--- src/hdl/psd_pkg.sv ---
// Shared types, widths and case codes for the point to segment distance pipeline.
// No dependencies; used by every module of the block.
package psd_pkg;

    localparam int CW   = 16;   // coordinate width
    localparam int DW   = CW + 1;   // coordinate difference width
    localparam int PW   = 2 * DW;   // product of two differences
    localparam int SW   = PW + 2;   // sum of three signed products
    localparam int QW   = DW;       // quotient width
    localparam int NW   = PW + QW + 1; // dividend width
    localparam int DVW  = PW + 1;   // divisor width (twice the squared length)
    localparam int XW   = PW + 2;   // square root working width
    localparam int RW   = DW;       // square root result width
    localparam int CASE_BITS = 3;

    localparam logic [CASE_BITS-1:0] CASE_DEGEN    = 3'd0;
    localparam logic [CASE_BITS-1:0] CASE_ON_END   = 3'd1;
    localparam logic [CASE_BITS-1:0] CASE_END_A    = 3'd2;
    localparam logic [CASE_BITS-1:0] CASE_END_B    = 3'd3;
    localparam logic [CASE_BITS-1:0] CASE_INTERIOR = 3'd4;

    typedef logic signed [CW-1:0] coord_t;

    typedef struct packed {
        coord_t [2:0]         p;
        coord_t [2:0]         a;
        coord_t [2:0]         b;
        logic [CASE_BITS-1:0] code;
        logic [2:0]           neg;
    } div_side_t;

    typedef struct packed {
        logic [NW-1:0] rem;
        logic [QW-1:0] quo;
    } div_lane_t;

    typedef struct packed {
        logic             valid;
        div_side_t        side;
        logic [DVW-1:0]   dvs;
        div_lane_t [2:0]  lane;
    } div_stage_t;

    typedef struct packed {
        logic                 valid;
        coord_t [2:0]         near;
        logic [CASE_BITS-1:0] code;
        logic [XW-1:0]        x;
        logic [XW-1:0]        res;
    } sqrt_stage_t;

endpackage

--- src/hdl/psd_sqrt_cell.sv ---
// One digit-by-digit integer square root cell: settles one result bit.
// Depends on psd_pkg.
module psd_sqrt_cell
    import psd_pkg::*;
#(
    parameter int K = 0
) (
    input  logic        aclk,
    input  logic        aresetn,
    input  logic        en,
    input  sqrt_stage_t in_stage,
    output sqrt_stage_t out_stage
);

    sqrt_stage_t stage_reg;
    sqrt_stage_t stage_next;
    logic [XW-1:0] bit_val;
    logic [XW-1:0] trial;

    assign bit_val = XW'(1) << (2 * K);
    assign trial   = in_stage.res + bit_val;

    always_comb begin
        stage_next = in_stage;
        if (in_stage.x >= trial) begin
            stage_next.x   = in_stage.x - trial;
            stage_next.res = (in_stage.res >> 1) + bit_val;
        end else begin
            stage_next.res = in_stage.res >> 1;
        end
    end

    always_ff @(posedge aclk) begin
        if (!aresetn) begin
            stage_reg.valid <= 1'b0;
        end else if (en) begin
            stage_reg <= stage_next;
        end
    end

    assign out_stage = stage_reg;

endmodule

--- config.mk ---
export PLATFORM = sky130hd
export DESIGN_NAME = psd_sqrt_cell
export DESIGN_NICKNAME = d
export VERILOG_FILES = /design/src/hdl/psd_pkg.sv /design/src/hdl/psd_sqrt_cell.sv
export SDC_FILE = /design/constraint.sdc
export NUM_CORES = 1
export LEC_CHECK = 0
export BUFFER_PORTS_ARGS = -buffer_cell sky130_fd_sc_hd__buf_2
export CAP_MARGIN = 10
export CELL_PAD_IN_SITES_DETAIL_PLACEMENT = 1
export CELL_PAD_IN_SITES_GLOBAL_PLACEMENT = 2
export CORE_UTILIZATION = 28
export CTS_CLUSTER_SIZE = 40
export DETAILED_ROUTE_END_ITERATION = 7
export GPL_ROUTABILITY_DRIVEN = 0
export PLACE_DENSITY = 0.78
export SYNTH_ARGS = -nofsm -noshare
export SYNTH_HDL_FRONTEND = slang
export SYNTH_SLANG_ARGS = --single-unit
export TNS_END_PERCENT = 1
--- constraint.sdc ---
create_clock -name aclk -period 4.29 [get_ports aclk]
set_clock_uncertainty 0.15 [all_clocks]
set_input_delay 0.2145 -clock aclk [delete_from_list [all_inputs] [get_ports aclk]]
set_output_delay 0.2145 -clock aclk [all_outputs]
set_load 0.1 [all_outputs]
After elaboration in Yosys (flattened, before gate mapping)
Index checks and enable logic that the tools add are counted.
Widths: inputs -> output; s select.
- $add $sub $neg: 3
- order comparisons: 1
- muxes and demuxes: 2
- reductions and logical operators: 1
- operators with widths (operator ; number):
    $add 35x1->36 const B ; 1
    $add 36x1->36 const B ; 1
    $ge 36x36->1 ; 1
    $mux 36 ; 1
    $sub 36x36->36 ; 1
    $mux 35 ; 1
    $reduce_and 2->1 ; 1
- register bits after elaboration: 124
- bits of input ports: 127
- output and inout bits: 124
- logic and storage cells: 15

Logic depth before layout (Yosys ltp)
- word-level depth: 3
- depth in mapped cells: 22
- gate-level depth less buffers: 17

Least setup slack after synthesis
No wires, ideal clock.
- kind: input to register
- from: input port in_stage[1] (netlist bit)
- to: register stage_reg, in the netlist out_stage[14], data pin
- setup time: 0.260 ns
- arrival: 3.718 ns
- required time: 3.880 ns
- path slack: 0.161 ns
- cell stages on the path: 18
- path buffers: 2
- cell sequence: ha_1 -> and3_1 -> and3_1 -> and3_4 -> nand2_2 -> or3_4 -> or3_1 -> nor2_1 -> xnor2_1 -> ha_1 -> a2111oi_0 -> o21ai_0 -> a31oi_1 -> a21o_1 -> buf_6 -> clkbuf_1 -> nor2_1 -> xor2_1
- RTL lines (item ; RTL line ; text):
    start, declared ; psd_sqrt_cell.sv:11 ; input sqrt_stage_t in_stage,
    end signal, assigned ; psd_sqrt_cell.sv:37 ; stage_reg <= stage_next;
    end, declared ; psd_sqrt_cell.sv:15 ; sqrt_stage_t stage_reg;

==> flow_metrics.env <==
export IMPL_outcome="finished clean"
export IMPL_drv_cap=0
export IMPL_overflow=0
export IMPL_path_depth=19
export IMPL_cts_root_buf="clkbuf_16"
export IMPL_min_path_type="in2reg"
export IMPL_max_freq_ghz=0.250
export IMPL_grt_pass1_vias=7613
export IMPL_hp_start="in_stage[24]"
export IMPL_fin_crit_ps=4000
export IMPL_layout_cells_non_filler=1525
export IMPL_clk_pin_slew_ps=60
export IMPL_rows=60
export IMPL_synth_cell_type_count=62
export IMPL_route_met3_wl_um=1340
export IMPL_drtIter0Drc=294
export IMPL_hpwl_um=21500
export IMPL_whs_path_depth=2
export IMPL_vdd_drop_max_uv=277
export IMPL_ant_nets=0
export IMPL_antenna_found_initial=5
export IMPL_routed_via_density=4.78
export IMPL_dieHeight_um=167
export IMPL_wl_per_cell_um=18.2
export IMPL_cts_buffer_depth=2
export IMPL_setup_viol=0
export IMPL_crit_path_start_kind="input pin"
export IMPL_clk_latency_ps=420
export IMPL_slowest_delay_ps=420
export IMPL_avgSynthCellArea_um2=10.3
export IMPL_coreArea_mm2=0.0269
export IMPL_fin_setup_tns_ps=0
export IMPL_top_layer_used="met4"
export IMPL_routed_wl_um=27700
export IMPL_path_cells="buf_2 > ha_1 > and3_1 > and3_1 > and3_4 > nand2_2 > or3_4 > or3_1 > nor2_1 > xnor2_1 > ha_1 > a2111oi_0 > o21ai_1 > a31oi_1 > a21o_2 > buf_12 > buf_12 > a211oi_1 > a21o_1"
export IMPL_die_area_mm2=0.0280
export IMPL_cp_data_arrival_time_ps=4030
export IMPL_fin_area_mm2=0.0114
export IMPL_critical_path_max_fanout=21
export IMPL_r2r_slack_ps=2980
export IMPL_crit_path_start="in_stage[1]"
export IMPL_maxSlewViolCount=0
export IMPL_grt_max_degree=52
export IMPL_crit_type="in2reg"
export IMPL_layout_drive_gt1_share_pct=34.4
export IMPL_grt_pass1_wl_um=42700
export IMPL_pre_cts_ws_ps=-261
export IMPL_cts_buffers=17
export IMPL_cp_slowest_cell="a2111oi_0"
export IMPL_reg2reg_to="out_stage[123]"
export IMPL_relSlewSlack_pct=51.1
export IMPL_leakagePower_nw=4.79
export IMPL_synthArstFlopShare_pct=0
export IMPL_htreeDepth=4
export IMPL_yosysWarnings=0
export IMPL_synth_edf_count=123
export IMPL_track_usage_pct=19.9
export IMPL_crit_required_ps=4320
export IMPL_area_delta_synth_final_pct=49.4
export IMPL_wl_met1_um=12200
export IMPL_vias=7285
export IMPL_finalPower_mw=4.47
export IMPL_dp_cells=1400
export IMPL_wl_met2_um=13700
export IMPL_setup_slack_ps=287
export IMPL_largest_reg_flops=124
export IMPL_r2r_cells=3
export IMPL_synth_ff_type="edfxtp_1"
export IMPL_cts_tree="built"
export IMPL_final_util_pct=42.6
export IMPL_syn_area_mm2=0.00766
export IMPL_die_w_um=167
export IMPL_critPathBufInv=3
export IMPL_pwr_density_cell_mw_per_mm2=390
export IMPL_yosysSeqAreaShare_pct=48.5
export IMPL_nets=1332
export IMPL_cts_sinks=124
export IMPL_synth_nets=908
export IMPL_cp_endpoint="out_stage[39]"
export IMPL_port_buffers=250
export IMPL_fin_crit_sh_pct=93.3
export IMPL_worstMarginPinSlew_ps=734
export IMPL_path_delay_family="simple AND/OR/NAND/NOR gates"
export IMPL_first_pass_iters=4
export IMPL_endpoint_kind="flip-flop"
export IMPL_start_util_pct=28.5
export IMPL_rr_startpoint="out_stage[123]"
export IMPL_postPlaceCellArea_mm2=0.00998
export IMPL_timing_final_hold_violations=0
export IMPL_hold_ws_ps=25.2
export IMPL_netlist_instances=742
export IMPL_drc=0
export IMPL_ios=251
export IMPL_synth_seq_cells=124
export IMPL_rsz0062_at_grt="false"
-- placed cells by master (no fill, tap or decap), types with 6 or more instances in the layout --
cell type	count
buf_2	250
edfxtp_1	123
buf_4	97
nand2_1	88
dlygate4sd3_1	87
nor2_1	64
xor2_1	55
o21ai_0	54
xnor2_1	41
ha_1	38
a21oi_1	34
nor3_1	27
nand3_1	26
nand4_1	20
clkbuf_16	17
a21o_1	14
inv_1	13
and2_1	8
o211ai_1	7
inv_6	7
and3_1	6
a211oi_1	6
o31ai_1	6
-- power by group --
| part | switching [mW] | internal (mW) | leakage (nW) |
|---|---|---|---|
| sequential | 0.0263 | 1.45 | 1.16 |
| combinational | 1.13 | 0.420 | 3.36 |
| clock | 0.629 | 0.818 | 0.278 |
-- cell usage after synthesis (2+ instances only) --
library cell  instances  area [um2]
nor2b_1               4        25.0
a31oi_1               2        12.5
a211oi_1              6        45.0
a21oi_1              34         170
nor4_1                5        31.3
xor2_1               55         482
a21o_1               15         113
a41oi_1               3        26.3
edfxtp_1            123        3690
a2111oi_0             2        17.5
clkbuf_1             10        37.5
and2_1                9        56.3
and3_1                6        37.5
nor4_4                2        42.5
o211ai_1              7        52.6
nand2_2               2        12.5
buf_1                 2        7.51
nor4_2                4        50.1
xnor2_1              41         359
o211a_1               2        20.0
nor3_1               27         135
nand2_1              88         330
nand4_1              20         125
nor2_1               64         240
inv_1                13        48.8
buf_2                16        80.1
nor3b_2               2        25.0
o31ai_1               6        45.0
a21boi_0              3        22.5
o21ai_0              55         275
and4_1                3        26.3
o21a_1                4        30.0
o21bai_1              5        37.5
or3_1                 5        31.3
clkbuf_2              2        10.0
buf_6                 3        33.8
nand2b_1              5        31.3
nand3_1              26         130
ha_1                 38         475
-- layer usage --
metal	global-route usage, %	vias to the layer above
li1	-	3572
met3	3.90	29
met4	6.74	0
met5	0	-
met2	33.9	195
met1	25.1	3489
-- area by class of cell --
class                           count  area (um2)
Sequential cell                   124        3710
Inverter                           13        48.8
Multi-Input combinational cell    571        3730
Tap cell                          341         427
Fill cell                        3111       15400
Antenna cell                        5        12.5
Clock inverter                     15         150
Timing Repair Buffer              439        2940
Clock buffer                       17         425
-- cells by family (layout without fill, tap and decap cells) --
kind of cell,Yosys count,in the layout,share of synthesized area [%]
AND/OR/NAND/NOR,280,280,18.4
AO/OA/AOI/OAI,155,155,12.6
flip-flops,124,124,48.5
XOR/XNOR,96,96,11.0
buffers and inverters,47,484,2.94
adder cells (fa/ha/maj),39,39,6.47
multiplexers,1,1,0.131
other,0,5,0
-- worst min-delay path by stage --
| stage | end |
|---|---|
| after global placement | out_stage[90] |
| after CTS | out_stage[15] |
| after detailed placement | out_stage[83] |
| final | out_stage[23] |
| after floorplan | out_stage[100] |
| after global routing | out_stage[15] |
-- timing repair --
item                       in CTS  in global routing
gates resized for setup         0                  2
setup endpoints to repair       0                 32
setup buffers                   0                  1
hold buffers                   87                  0
hold endpoints to repair       86                  0
Note: power is estimated with default switching activity, not from simulation.
