==> src/hdl/psd_pkg.sv <==
// Shared types, widths and case codes for the point to segment distance pipeline.
// No dependencies; used by every module of the block.
package psd_pkg;

    localparam int CW   = 16;   // coordinate width
    localparam int DW   = CW + 1;   // coordinate difference width
    localparam int PW   = 2 * DW;   // product of two differences
    localparam int SW   = PW + 2;   // sum of three signed products
    localparam int QW   = DW;       // quotient width
    localparam int NW   = PW + QW + 1; // dividend width
    localparam int DVW  = PW + 1;   // divisor width (twice the squared length)
    localparam int XW   = PW + 2;   // square root working width
    localparam int RW   = DW;       // square root result width
    localparam int CASE_BITS = 3;

    localparam logic [CASE_BITS-1:0] CASE_DEGEN    = 3'd0;
    localparam logic [CASE_BITS-1:0] CASE_ON_END   = 3'd1;
    localparam logic [CASE_BITS-1:0] CASE_END_A    = 3'd2;
    localparam logic [CASE_BITS-1:0] CASE_END_B    = 3'd3;
    localparam logic [CASE_BITS-1:0] CASE_INTERIOR = 3'd4;

    typedef logic signed [CW-1:0] coord_t;

    typedef struct packed {
        coord_t [2:0]         p;
        coord_t [2:0]         a;
        coord_t [2:0]         b;
        logic [CASE_BITS-1:0] code;
        logic [2:0]           neg;
    } div_side_t;

    typedef struct packed {
        logic [NW-1:0] rem;
        logic [QW-1:0] quo;
    } div_lane_t;

    typedef struct packed {
        logic             valid;
        div_side_t        side;
        logic [DVW-1:0]   dvs;
        div_lane_t [2:0]  lane;
    } div_stage_t;

    typedef struct packed {
        logic                 valid;
        coord_t [2:0]         near;
        logic [CASE_BITS-1:0] code;
        logic [XW-1:0]        x;
        logic [XW-1:0]        res;
    } sqrt_stage_t;

endpackage

==> src/hdl/psd_div_cell.sv <==
// One restoring division cell: settles one quotient bit for each of three axes.
// Depends on psd_pkg.
module psd_div_cell
    import psd_pkg::*;
#(
    parameter int SHIFT = 0
) (
    input  logic       aclk,
    input  logic       aresetn,
    input  logic       en,
    input  div_stage_t in_stage,
    output div_stage_t out_stage
);

    div_stage_t stage_reg;
    div_stage_t stage_next;
    logic [NW-1:0] dvs_shifted;
    logic [NW:0]   trial [3];

    assign dvs_shifted = NW'(in_stage.dvs) << SHIFT;

    always_comb begin
        stage_next = in_stage;
        for (int j = 0; j < 3; j++) begin
            trial[j] = {1'b0, in_stage.lane[j].rem} - {1'b0, dvs_shifted};
            if (!trial[j][NW]) begin
                stage_next.lane[j].rem = trial[j][NW-1:0];
                stage_next.lane[j].quo = {in_stage.lane[j].quo[QW-2:0], 1'b1};
            end else begin
                stage_next.lane[j].quo = {in_stage.lane[j].quo[QW-2:0], 1'b0};
            end
        end
    end

    always_ff @(posedge aclk) begin
        if (!aresetn) begin
            stage_reg.valid <= 1'b0;
        end else if (en) begin
            stage_reg <= stage_next;
        end
    end

    assign out_stage = stage_reg;

endmodule

==> config.mk <==
export PLATFORM = sky130hd
export DESIGN_NAME = psd_div_cell
export DESIGN_NICKNAME = d
export VERILOG_FILES = /design/src/hdl/psd_pkg.sv /design/src/hdl/psd_div_cell.sv
export SDC_FILE = /design/constraint.sdc
export NUM_CORES = 1
export LEC_CHECK = 0
export ABC_AREA = 1
export BUFFER_PORTS_ARGS = -buffer_cell sky130_fd_sc_hd__buf_2
export CAP_MARGIN = 10
export CORE_AREA = 2 2 305 307
export DETAILED_ROUTE_END_ITERATION = 10
export DIE_AREA = 0 0 307 309
export PLACE_DENSITY_LB_ADDON = 0.3
export REMOVE_ABC_BUFFERS = 1
export SETUP_SLACK_MARGIN = 0.4
export SLEW_MARGIN = 20
export SYNTH_ARGS = -nofsm -noshare
export SYNTH_HDL_FRONTEND = slang
export SYNTH_SLANG_ARGS = --single-unit
export TNS_END_PERCENT = 50
==> constraint.sdc <==
create_clock -name aclk -period 25.1 [get_ports aclk]
set_input_delay 2.51 -clock aclk [delete_from_list [all_inputs] [get_ports aclk]]
set_output_delay 2.51 -clock aclk [all_outputs]
set_load 0.05 [all_outputs]
==> Yosys cells after proc, flatten, opt, wreduce, memory -nomap -nowiden <==
Cells that the tools add are included.
{ "word_totals": {"regBits": 393, "in_bits": 396, "out_inout_bits": 393, "word_cells": 29} }
{ "classes": {"n_addsub": 3, "n_mux": 6, "reduce_logical": 1} }
{ "ops": {"columns": ["operator", "count"], "rows": [
  ["subtractor 52 x 35 -> 53 bit", 3],
  ["two-way mux 52 bit", 3],
  ["two-way mux 1 bit", 3],
  ["AND reduction 2 bit", 1]
]} }

==> Depth between registers and ports, before layout <==
Gate-level depths: netlist of the first run.
{ "depth": {"word_depth": 2, "mapped_depth": 17, "mapped_depth_nobuf": 15} }

==> Worst setup path after synthesis of the first run <==
No wires, ideal clock.
{ "synth_path": {"path_kind": "input -> register", "start": "input aresetn", "end": "register stage_reg, in the netlist out_stage[0], enable pin", "arrival_time_ns": 10.046, "n_path_buf": 0, "setup_ns": 0.740, "required_time_ns": 24.360, "path_stages": 2, "path_slack_ns": 14.313, "path_cell_list": "nand2_1 inv_1"} }
{ "synth_between": {"elab_chain_cells": 1} }
{ "synth_rtl": {"columns": ["element", "line_no", "rtl"], "rows": [
  ["from (decl)", "psd_div_cell.sv:9", "input logic aresetn,"],
  ["AND reduction 2 bit (no source line)", null, null],
  ["to (signal assigned)", "psd_div_cell.sv:39", "stage_reg <= stage_next;"],
  ["to (decl)", "psd_div_cell.sv:15", "div_stage_t stage_reg;"]
]} }
No other way between the ends.
A chain may end at the register's enable or synchronous reset.

==> results of run 1 <==
report_power, final:
group	switching, W	internal, W	total (W)	leakage [nW]
combinational	0.000439	0.000143	0.000582	11.4
clock	0.000299	0.000403	0.000702	0.750
sequential	0.0000188	0.000788	0.000807	3.70
metal layers:
layer	routed length [um]	part of all wire, %	GRT usage (%)	vias to the layer above
met5	166	0.14	0	-
li1	-	-	-	11990
met2	57330	49	41.82	847
met3	8134	6.9	5.385	173
met4	5024	4.3	9.484	24
met1	46760	40	28.08	11200
final timing paths:
kind,from,end,slack (ps),cells past startpoint
max,in_stage[240],out_stage[105],19420,13
min,out_stage[392],out_stage[392],530,2
max reg2reg,out_stage[392],out_stage[392],24490,2
min reg2reg,out_stage[392],out_stage[392],530,2
cell usage after synthesis (11+ instances only):
master / n
nand2_1: 1288
inv_1: 657
edfxtp_1: 392
nor2_1: 274
nand3_1: 148
ha_1: 105
o21ai_0: 68
nand4_1: 61
xnor2_1: 56
a21oi_1: 55
a21oi_2: 35
nor3_1: 29
nand3b_1: 25
buf_6: 11
cell families (layout without fill, tap and decap cells):
| family | Yosys count | after routing | share of synthesized area, % |
|---|---|---|---|
| compound gates | 171 | 171 | 3.970 |
| xor+xnor | 62 | 62 | 2.168 |
| fa+ha+maj | 108 | 108 | 5.484 |
| buf+inv | 688 | 1543 | 10.72 |
| flops | 393 | 393 | 47.07 |
| other cells | 0 | 9 | 0 |
| simple gates | 1875 | 1875 | 30.59 |
per-stage QoR:
stage	power, W	instances	cell area (um^2)
floorplan	0.001207	3272	24860
global placement	0.001401	5251	30340
detailed placement	0.001402	5251	30340
CTS	0.002116	5338	31890
global route	0.002181	5343	31900
finish	0.002091	5347	31910
critical path, stage by stage:
cell and delay [ps]:
buf_2 100, inv_1 520, ha_1 430, nand2_1 120
nand2_1 70, a21oi_1 210, o21a_1 150, nand2_1 90
nor2_1 180, nand2_4 220, inv_2 430, buf_4 510
o21ai_0 360
layout make-up:
cell class,instances,area (um^2),area share (%)
tap,1186,1484,4.650
clock inverter,32,325.3,1.019
timing repair buffer,793,3989,12.50
clock buffer,55,1227,3.846
inverter,663,2496,7.822
antenna,9,22.52,0.07057
sequential,393,11790,36.95
multi-input combinational,2216,10580,33.14
==> results by group, run 1 <==
STA
  – RSZ-0062 raised after global routing: no
  – PnR worst setup slack: 19420 ps
  – WHS: 531.5 ps
  – Setup-failing EPs final: 0
  – Fmax: 176.2 MHz
  – Minimum clock period: 5676 ps
  – Final Max Slew Viols: 0
  – Worst rel slew slack: 34.69%
  – Clock Skew: 0 ps
  – Final Hold Violating Endpoints: 0
  – Setup TNS: 0 ps
  – Fin crit share: 22.61%
  – Worst Tran Pin Value: 979.7 ps

CTS
  – CTS Root Cell: clkbuf_16
  – CTS buffer count: 48
  – Clock buffer depth: 3
  – Clk sinks: 393
  – Clk_lat worst skew: 600 ps
  – Clk slew on worst S/H paths: 60 ps
  – Post-CTS resize count: 0
  – Hold_buf cts: 0
  – H-tree Lvls: 2
  – CTS tree: done
  – Setup Fix Bufs, Post-CTS: 0

Routing
  – TritonRoute pass-1 iters: 5
  – Iter 0 DRT Violations: 1893
  – Via count: 24240
  – WL/cell: 21.96 um
  – Vias per cell: 4.533
  – Post-DRT Antenna Nets: 0
  – Final wirelength: 117400 um
  – Remaining DRCs: 0

Finish
  – Synth-to-Final Area Change: 27.38%
  – Layout cell share with drive strength beyond 1: 22.57%
  – Fillers: 9910
  – Most frequent cells in the layout: nand2_1, buf_2, inv_1
  – Core Util, Final: 34.92%
  – Commonest non-fill, non-tap cell in the layout: nand2_1
  – Final net count: 4619
  – Max reg flops: 393

Run
  – Max_cap viols: 0

GRT
  – First-pass GRT wire length: 161100 um
  – Antenna violations before repair: 36
  – All-Layer GR Usage: 23.80%
  – Largest net degree at the start of global routing: 83
  – Vias in the first global route: 23050
  – Overflow left after global routing: 0

Place
  – Post-Place Worst Slack: 18800 ps
  – Routability Congestion: 0.9741
  – HPWL after DPL: 99300 um
  – # port buffers: 785

Critical path
  – CP Class: input port to register
  – CP max FO: 37
  – Req. time, crit path: 25380 ps
  – Crit path DAT: 5950 ps
  – Nature of the critical path startpoint: input port
  – Crit end category: register

Logic synthesis
  – Top cell type's share of synthesized area: 46.99%
  – Seq/Total Area, Yosys: 47.07%
  – #FFs+latches synth: 393
  – Post-synth top area cell: edfxtp_1
  – Post-synthesis cell area: 0.02505 mm^2
  – Top FF cell, synth: edfxtp_1
  – Synth cell types: 35
  – YS warnings: 0
  – Async set-reset flop share out of synthesis: 0%
  – Top post-synthesis cells by area: edfxtp_1, nand2_1, inv_1
  – Synthesized area per cell: 7.599 um^2
  – Gate Count Post-Synth: 3297
  – Post-synth EDFFs: 392

Outcome
  – Status: finished, final reports clean

Pwr
  – VDD IR-drop max: 0.04145 mV
  – PD cells: 65.51 mW/mm^2
  – P_leak: 15.86 nW

Die
  – Die width: 307 um
  – Rows: 111
  – Die area: 0.09486 mm^2
  – Core ar.: 0.09139 mm^2
  – Initial Utilization: 27.41%
  – Chip Height: 309 um
  – I/O pin count: 789

Hold path
  – Hold Path Class: register to register
Note: power is estimated with default switching activity, not from simulation.
==> run 2, diff against run 1 <==
==> constraint.sdc (replaced) <==
create_clock -name aclk -period 5 [get_ports aclk]
set_input_delay 0.5 -clock aclk [delete_from_list [all_inputs] [get_ports aclk]]
set_output_delay 0.5 -clock aclk [all_outputs]
set_load 0.05 [all_outputs]
==> run 2 against run 1 <==
Compared with the run above: highest routed layer unchanged; critical path depth unchanged; global-route usage increased by 0.10 points; critical path type unchanged; flip-flop and latch count unchanged; power increased to 5.0 times the previous value; setup slack got worse by 18000 ps; wire length increased by 0.65%; design area increased by 0.59%; utilization increased by 0.21 points.
==> results by group, run 2 (same netlist as run 1, synthesis figures left out) <==
CTS
  – CTS buffer count: 47
  – CTS tree: done
  – Post-CTS resize count: 0
  – Clock buffer depth: 3
  – Clk sinks: 393
  – CTS Root Cell: clkbuf_16
  – Hold_buf cts: 6
  – H-tree Lvls: 2
  – Clk slew on worst S/H paths: 60 ps
  – Setup Fix Bufs, Post-CTS: 0
  – Clk_lat worst skew: 610 ps

Place
  – Post-Place Worst Slack: 1181 ps
  – Placed Area: 0.03044 mm^2
  – HPWL after DPL: 99630 um
  – Routability Congestion: 0.9598
  – # port buffers: 785

Hold path
  – Hold Path Class: input port to register

Routing
  – TritonRoute pass-1 iters: 6
  – Final wirelength: 118200 um
  – Post-DRT Antenna Nets: 0
  – Iter 0 DRT Violations: 1854
  – WL/cell: 22.05 um
  – Vias per cell: 4.532
  – Remaining DRCs: 0
  – Via count: 24290

Run
  – Max_cap viols: 0

Finish
  – Most frequent cells in the layout: nand2_1, buf_2, inv_1
  – Layout cell share with drive strength beyond 1: 22.68%
  – Design area: 0.03210 mm^2
  – Synth-to-Final Area Change: 28.13%
  – Max reg flops: 393
  – Final net count: 4629
  – Core Util, Final: 35.13%
  – Commonest non-fill, non-tap cell in the layout: nand2_1

Critical path
  – CP Class: input port to register
  – CP max FO: 43
  – Nature of the critical path startpoint: input port
  – Crit end category: register
  – Crit path DAT: 3550 ps
  – Req. time, crit path: 5370 ps

GRT
  – Largest net degree at the start of global routing: 107
  – Overflow left after global routing: 0
  – All-Layer GR Usage: 23.90%
  – Vias in the first global route: 23040
  – First-pass GRT wire length: 162200 um
  – Antenna violations before repair: 38

Die
  – Die width: 307 um
  – Rows: 111
  – Core ar.: 0.09139 mm^2
  – Die area: 0.09486 mm^2
  – Chip Height: 309 um
  – Initial Utilization: 27.41%
  – I/O pin count: 789

STA
  – RSZ-0062 raised after global routing: no
  – Worst Tran Pin Value: 855.9 ps
  – Fin crit share: 63.61%
  – Final Max Slew Viols: 0
  – Setup-failing EPs final: 0
  – Worst rel slew slack: 42.94%
  – Minimum clock period: 3181 ps
  – WHS: 42.82 ps
  – Final Hold Violating Endpoints: 0
  – Fmax: 314.4 MHz
  – PnR worst setup slack: 1820 ps
  – Clock Skew: 0 ps

Outcome
  – Status: finished, final reports clean

Pwr
  – Total power: 0.01055 W
  – P_leak: 15.93 nW
  – VDD IR-drop max: 0.2265 mV
  – PD cells: 328.8 mW/mm^2
-- run 2: final timing paths --
path / start / to / slack (ps) / depth (start not counted)
min: in_stage[333] / out_stage[333] / 40 / 1
min reg2reg: out_stage[392] / out_stage[392] / 560 / 2
max reg2reg: out_stage[392] / out_stage[392] / 4360 / 2
max: in_stage[240] / out_stage[99] / 1820 / 13
-- run 2: power by group --
group	switching [W]	internal (W)	total (W)
sequential	0.0000806	0.00395	0.00403
clock	0.00153	0.00205	0.00358
combinational	0.00222	0.000722	0.00294
-- run 2: area by class of cell --
class	count	area (um^2)
fill	9815	59290
sequential	393	11790
multi-input combinational	2216	10580
timing repair buffer	804	4149
inverter	663	2496
tap	1186	1484
clock buffer	52	1195
clock inverter	35	377.9
antenna	12	30.03
-- run 2: metal layers --
metal | global-route usage [%] | wire, um | vias up
met3 | 5.344 | 8938 | 164
met2 | 42.32 | 58450 | 811
met5 | 0 | 185 | -
met4 | 8.054 | 3843 | 30
met1 | 28.53 | 46770 | 11270
li1 | - | - | 12020
-- run 2: worst max-delay path: stages --
cell     delay [ps]
buf_2           110
inv_1           490
ha_1            430
nand2_1         110
nand2_1          70
a21oi_1         220
o21a_1          160
nand2_1          80
nor2_1          170
nand2_4         220
inv_2           480
buf_12          290
o21ai_0         150
-- run 2: through the flow --
stage               TNS [ps]  instances
CTS                        0       5349
global route               0       5353
detailed placement         0       5256
global placement           0       5256
floorplan           -1480430       3272
finish                     0       5361
==> run 3, diff against run 2 <==
==> constraint.sdc (replaced) <==
create_clock -name aclk -period 2.6 [get_ports aclk]
set_input_delay 0.26 -clock aclk [delete_from_list [all_inputs] [get_ports aclk]]
set_output_delay 0.26 -clock aclk [all_outputs]
set_load 0.05 [all_outputs]
==> run 3 against run 2 <==
Compared with the run above: worst hold slack better by 7.9 ps; clock skew unchanged; combinational power grew 140%; power rose by 100%; first-iteration DRC count rose by 20%; global-route usage rose by 1.5 points; cell count is 15% higher; critical endpoint is now out_stage[187]; largest power group unchanged; highest routed layer unchanged.
==> results by group, run 3 (same netlist as run 1, synthesis figures left out) <==
Routing
  – Final wirelength: 126100 um
  – WL/cell: 20.47 um
  – Post-DRT Antenna Nets: 0
  – TritonRoute pass-1 iters: 7
  – Remaining DRCs: 0
  – Vias per cell: 4.436
  – Iter 0 DRT Violations: 2221
  – Via count: 27320

GRT
  – Largest net degree at the start of global routing: 65
  – Met2 global-route usage: 44.42%
  – Gr busiest metal: met2
  – Antenna violations before repair: 22
  – Met3 GRT Util: 4.899%
  – GRT met1 Usage: 30.53%
  – First-pass GRT wire length: 174800 um
  – Overflow left after global routing: 0
  – Vias in the first global route: 26520
  – All-Layer GR Usage: 25.43%

Critical path
  – Top Family by Delay on Critical Path: buffers and inverters
  – Stages on the worst setup path: 16
  – Most used cell, CP: nand2_1
  – CP max FO: 4
  – CP Class: input port to register
  – Setup slack, reg-to-reg: 1410 ps
  – Worst R2R Start: out_stage[392]
  – Max incr delay on CP: 540 ps
  – WP buf/inv: 4
  – Nature of the critical path startpoint: input port
  – Req. time, crit path: 3040 ps
  – R2R cell count: 3
  – CP cell instances: dlygate4sd3_1 -> buf_2 -> ha_1 -> nand2_1 -> nand2_1 -> buf_4 -> nand3_1 -> nand2_2 -> nand2_1 -> nand2_1 -> buf_4 -> nand2_1 -> nand2_1 -> nand2_1 -> nand2_1 -> o21ai_0
  – Reg2reg end: out_stage[392]
  – Crit end category: register
  – Crit path DAT: 2620 ps
  – Critical-path top delay cell: dlygate4sd3_1

Finish
  – Most frequent cells in the layout: nand2_1, buf_2, inv_1
  – Core Util, Final: 43.35%
  – Commonest non-fill, non-tap cell in the layout: nand2_1
  – Design area: 0.03962 mm^2
  – Synth-to-Final Area Change: 58.14%
  – Final net count: 5433
  – Layout cell share with drive strength beyond 1: 29.61%
  – Max reg flops: 393

CTS
  – H-tree Lvls: 2
  – Clock buffer depth: 3
  – CTS buffer count: 45
  – CTS tree: done
  – Clk_lat worst skew: 590 ps
  – Clk slew on worst S/H paths: 60 ps
  – CTS Root Cell: clkbuf_16
  – Clk sinks: 393

Hold path
  – Hold Crit Endpoint: out_stage[41]
  – Hold Path Class: input port to register
  – Hold Startpoint: in_stage[41]
  – Hold Path Depth: 3

Die
  – Initial Utilization: 27.41%
  – I/O pin count: 789
  – Rows: 111
  – Die area: 0.09486 mm^2
  – Core ar.: 0.09139 mm^2
  – Die width: 307 um
  – Chip Height: 309 um

STA
  – Minimum clock period: 2179 ps
  – Worst Tran Pin Value: 547.4 ps
  – Worst rel slew slack: 63.51%
  – PnR worst setup slack: 420.7 ps
  – Clock Skew: 0 ps
  – Final Max Slew Viols: 0
  – Fmax: 458.9 MHz
  – Final Hold Violating Endpoints: 0
  – RSZ-0062 raised after global routing: yes
  – WHS: 50.76 ps
  – Setup-failing EPs final: 0
  – Fin crit share: 83.82%

Pwr
  – PD cells: 540.3 mW/mm^2
  – Total power: 0.02141 W
  – VDD IR-drop max: 0.4381 mV
  – P_leak: 19.75 nW

Place
  – HPWL after DPL: 102500 um
  – # port buffers: 785
  – Routability Congestion: 0.9840
  – Placed Area: 0.03431 mm^2
  – Post-Place Worst Slack: -254.8 ps

Run
  – Max_cap viols: 0

Outcome
  – Status: finished, final reports clean
==> run 3: cell count changes in the layout (fill, tap and decap cells not counted), moves of 6 or more <==
cell	delta
ha_4	+10
dlygate4sd3_1	+323
nand2_1	-11
inv_1	-6
buf_4	+442
nand2_2	+10
nor2_2	+10
ha_1	-10
buf_12	+34
nor2_1	-11
==> run 3: power by group <==
group	leakage, nW	internal (W)	switching [W]	total (W)
clock network	0.713	0.00371	0.00283	0.00654
logic	15.3	0.00250	0.00456	0.00706
registers	3.70	0.00760	0.000202	0.00781
==> run 3: stage by stage <==
stage,setup TNS [ps],instances
after global placement,-15090,5723
after global routing,0,6153
after detailed placement,-15730,5723
final,0,6158
after floorplan,-2327150,3272
after CTS,0,6135
==> run 3: worst max path at each step <==
| stage | start | endpoint | slack [ps] |
|---|---|---|---|
| 2_1_floorplan | aresetn | out_stage[0] | -5940 |
| 3_5_place_dp | in_stage[223] | out_stage[23] | -250 |
| 6_report | in_stage[157] | out_stage[187] | 420 |
| 4_1_cts | in_stage[118] | out_stage[115] | 410 |
| 5_1_grt | in_stage[184] | out_stage[194] | 360 |
| 3_3_place_gp | in_stage[223] | out_stage[19] | -230 |
==> run 3: worst min-delay path: stages <==
cell	delay, ps
buf_2	150
nand2_1	70
nand2_1	60
==> run 3: what timing repair did <==
action                     CTS  global route
pin swaps                    0            10
resized for setup            2            61
gates cloned                 0             4
hold buffers               329             0
hold endpoints to repair   328             0
setup endpoints to repair    2           118
setup buffers                1            11
==> run 3: area by class of cell <==
| class | instances | area, um^2 |
|---|---|---|
| antenna | 8 | 20.02 |
| clock buffer | 52 | 1152 |
| clock inverter | 30 | 320.3 |
| fill | 9317 | 51770 |
| inverter | 663 | 2520 |
| multi-input combinational | 2216 | 10810 |
| sequential | 393 | 11790 |
| tap | 1186 | 1484 |
| timing repair buffer | 1610 | 11520 |
==> run 3: layer usage <==
layer,wire length (um),share of wire [%],vias up
li1,-,-,13600
met1,50900,40,12570
met2,61130,48,931
met3,8069,6.4,202
met4,5848,4.6,14
met5,103,0.082,-
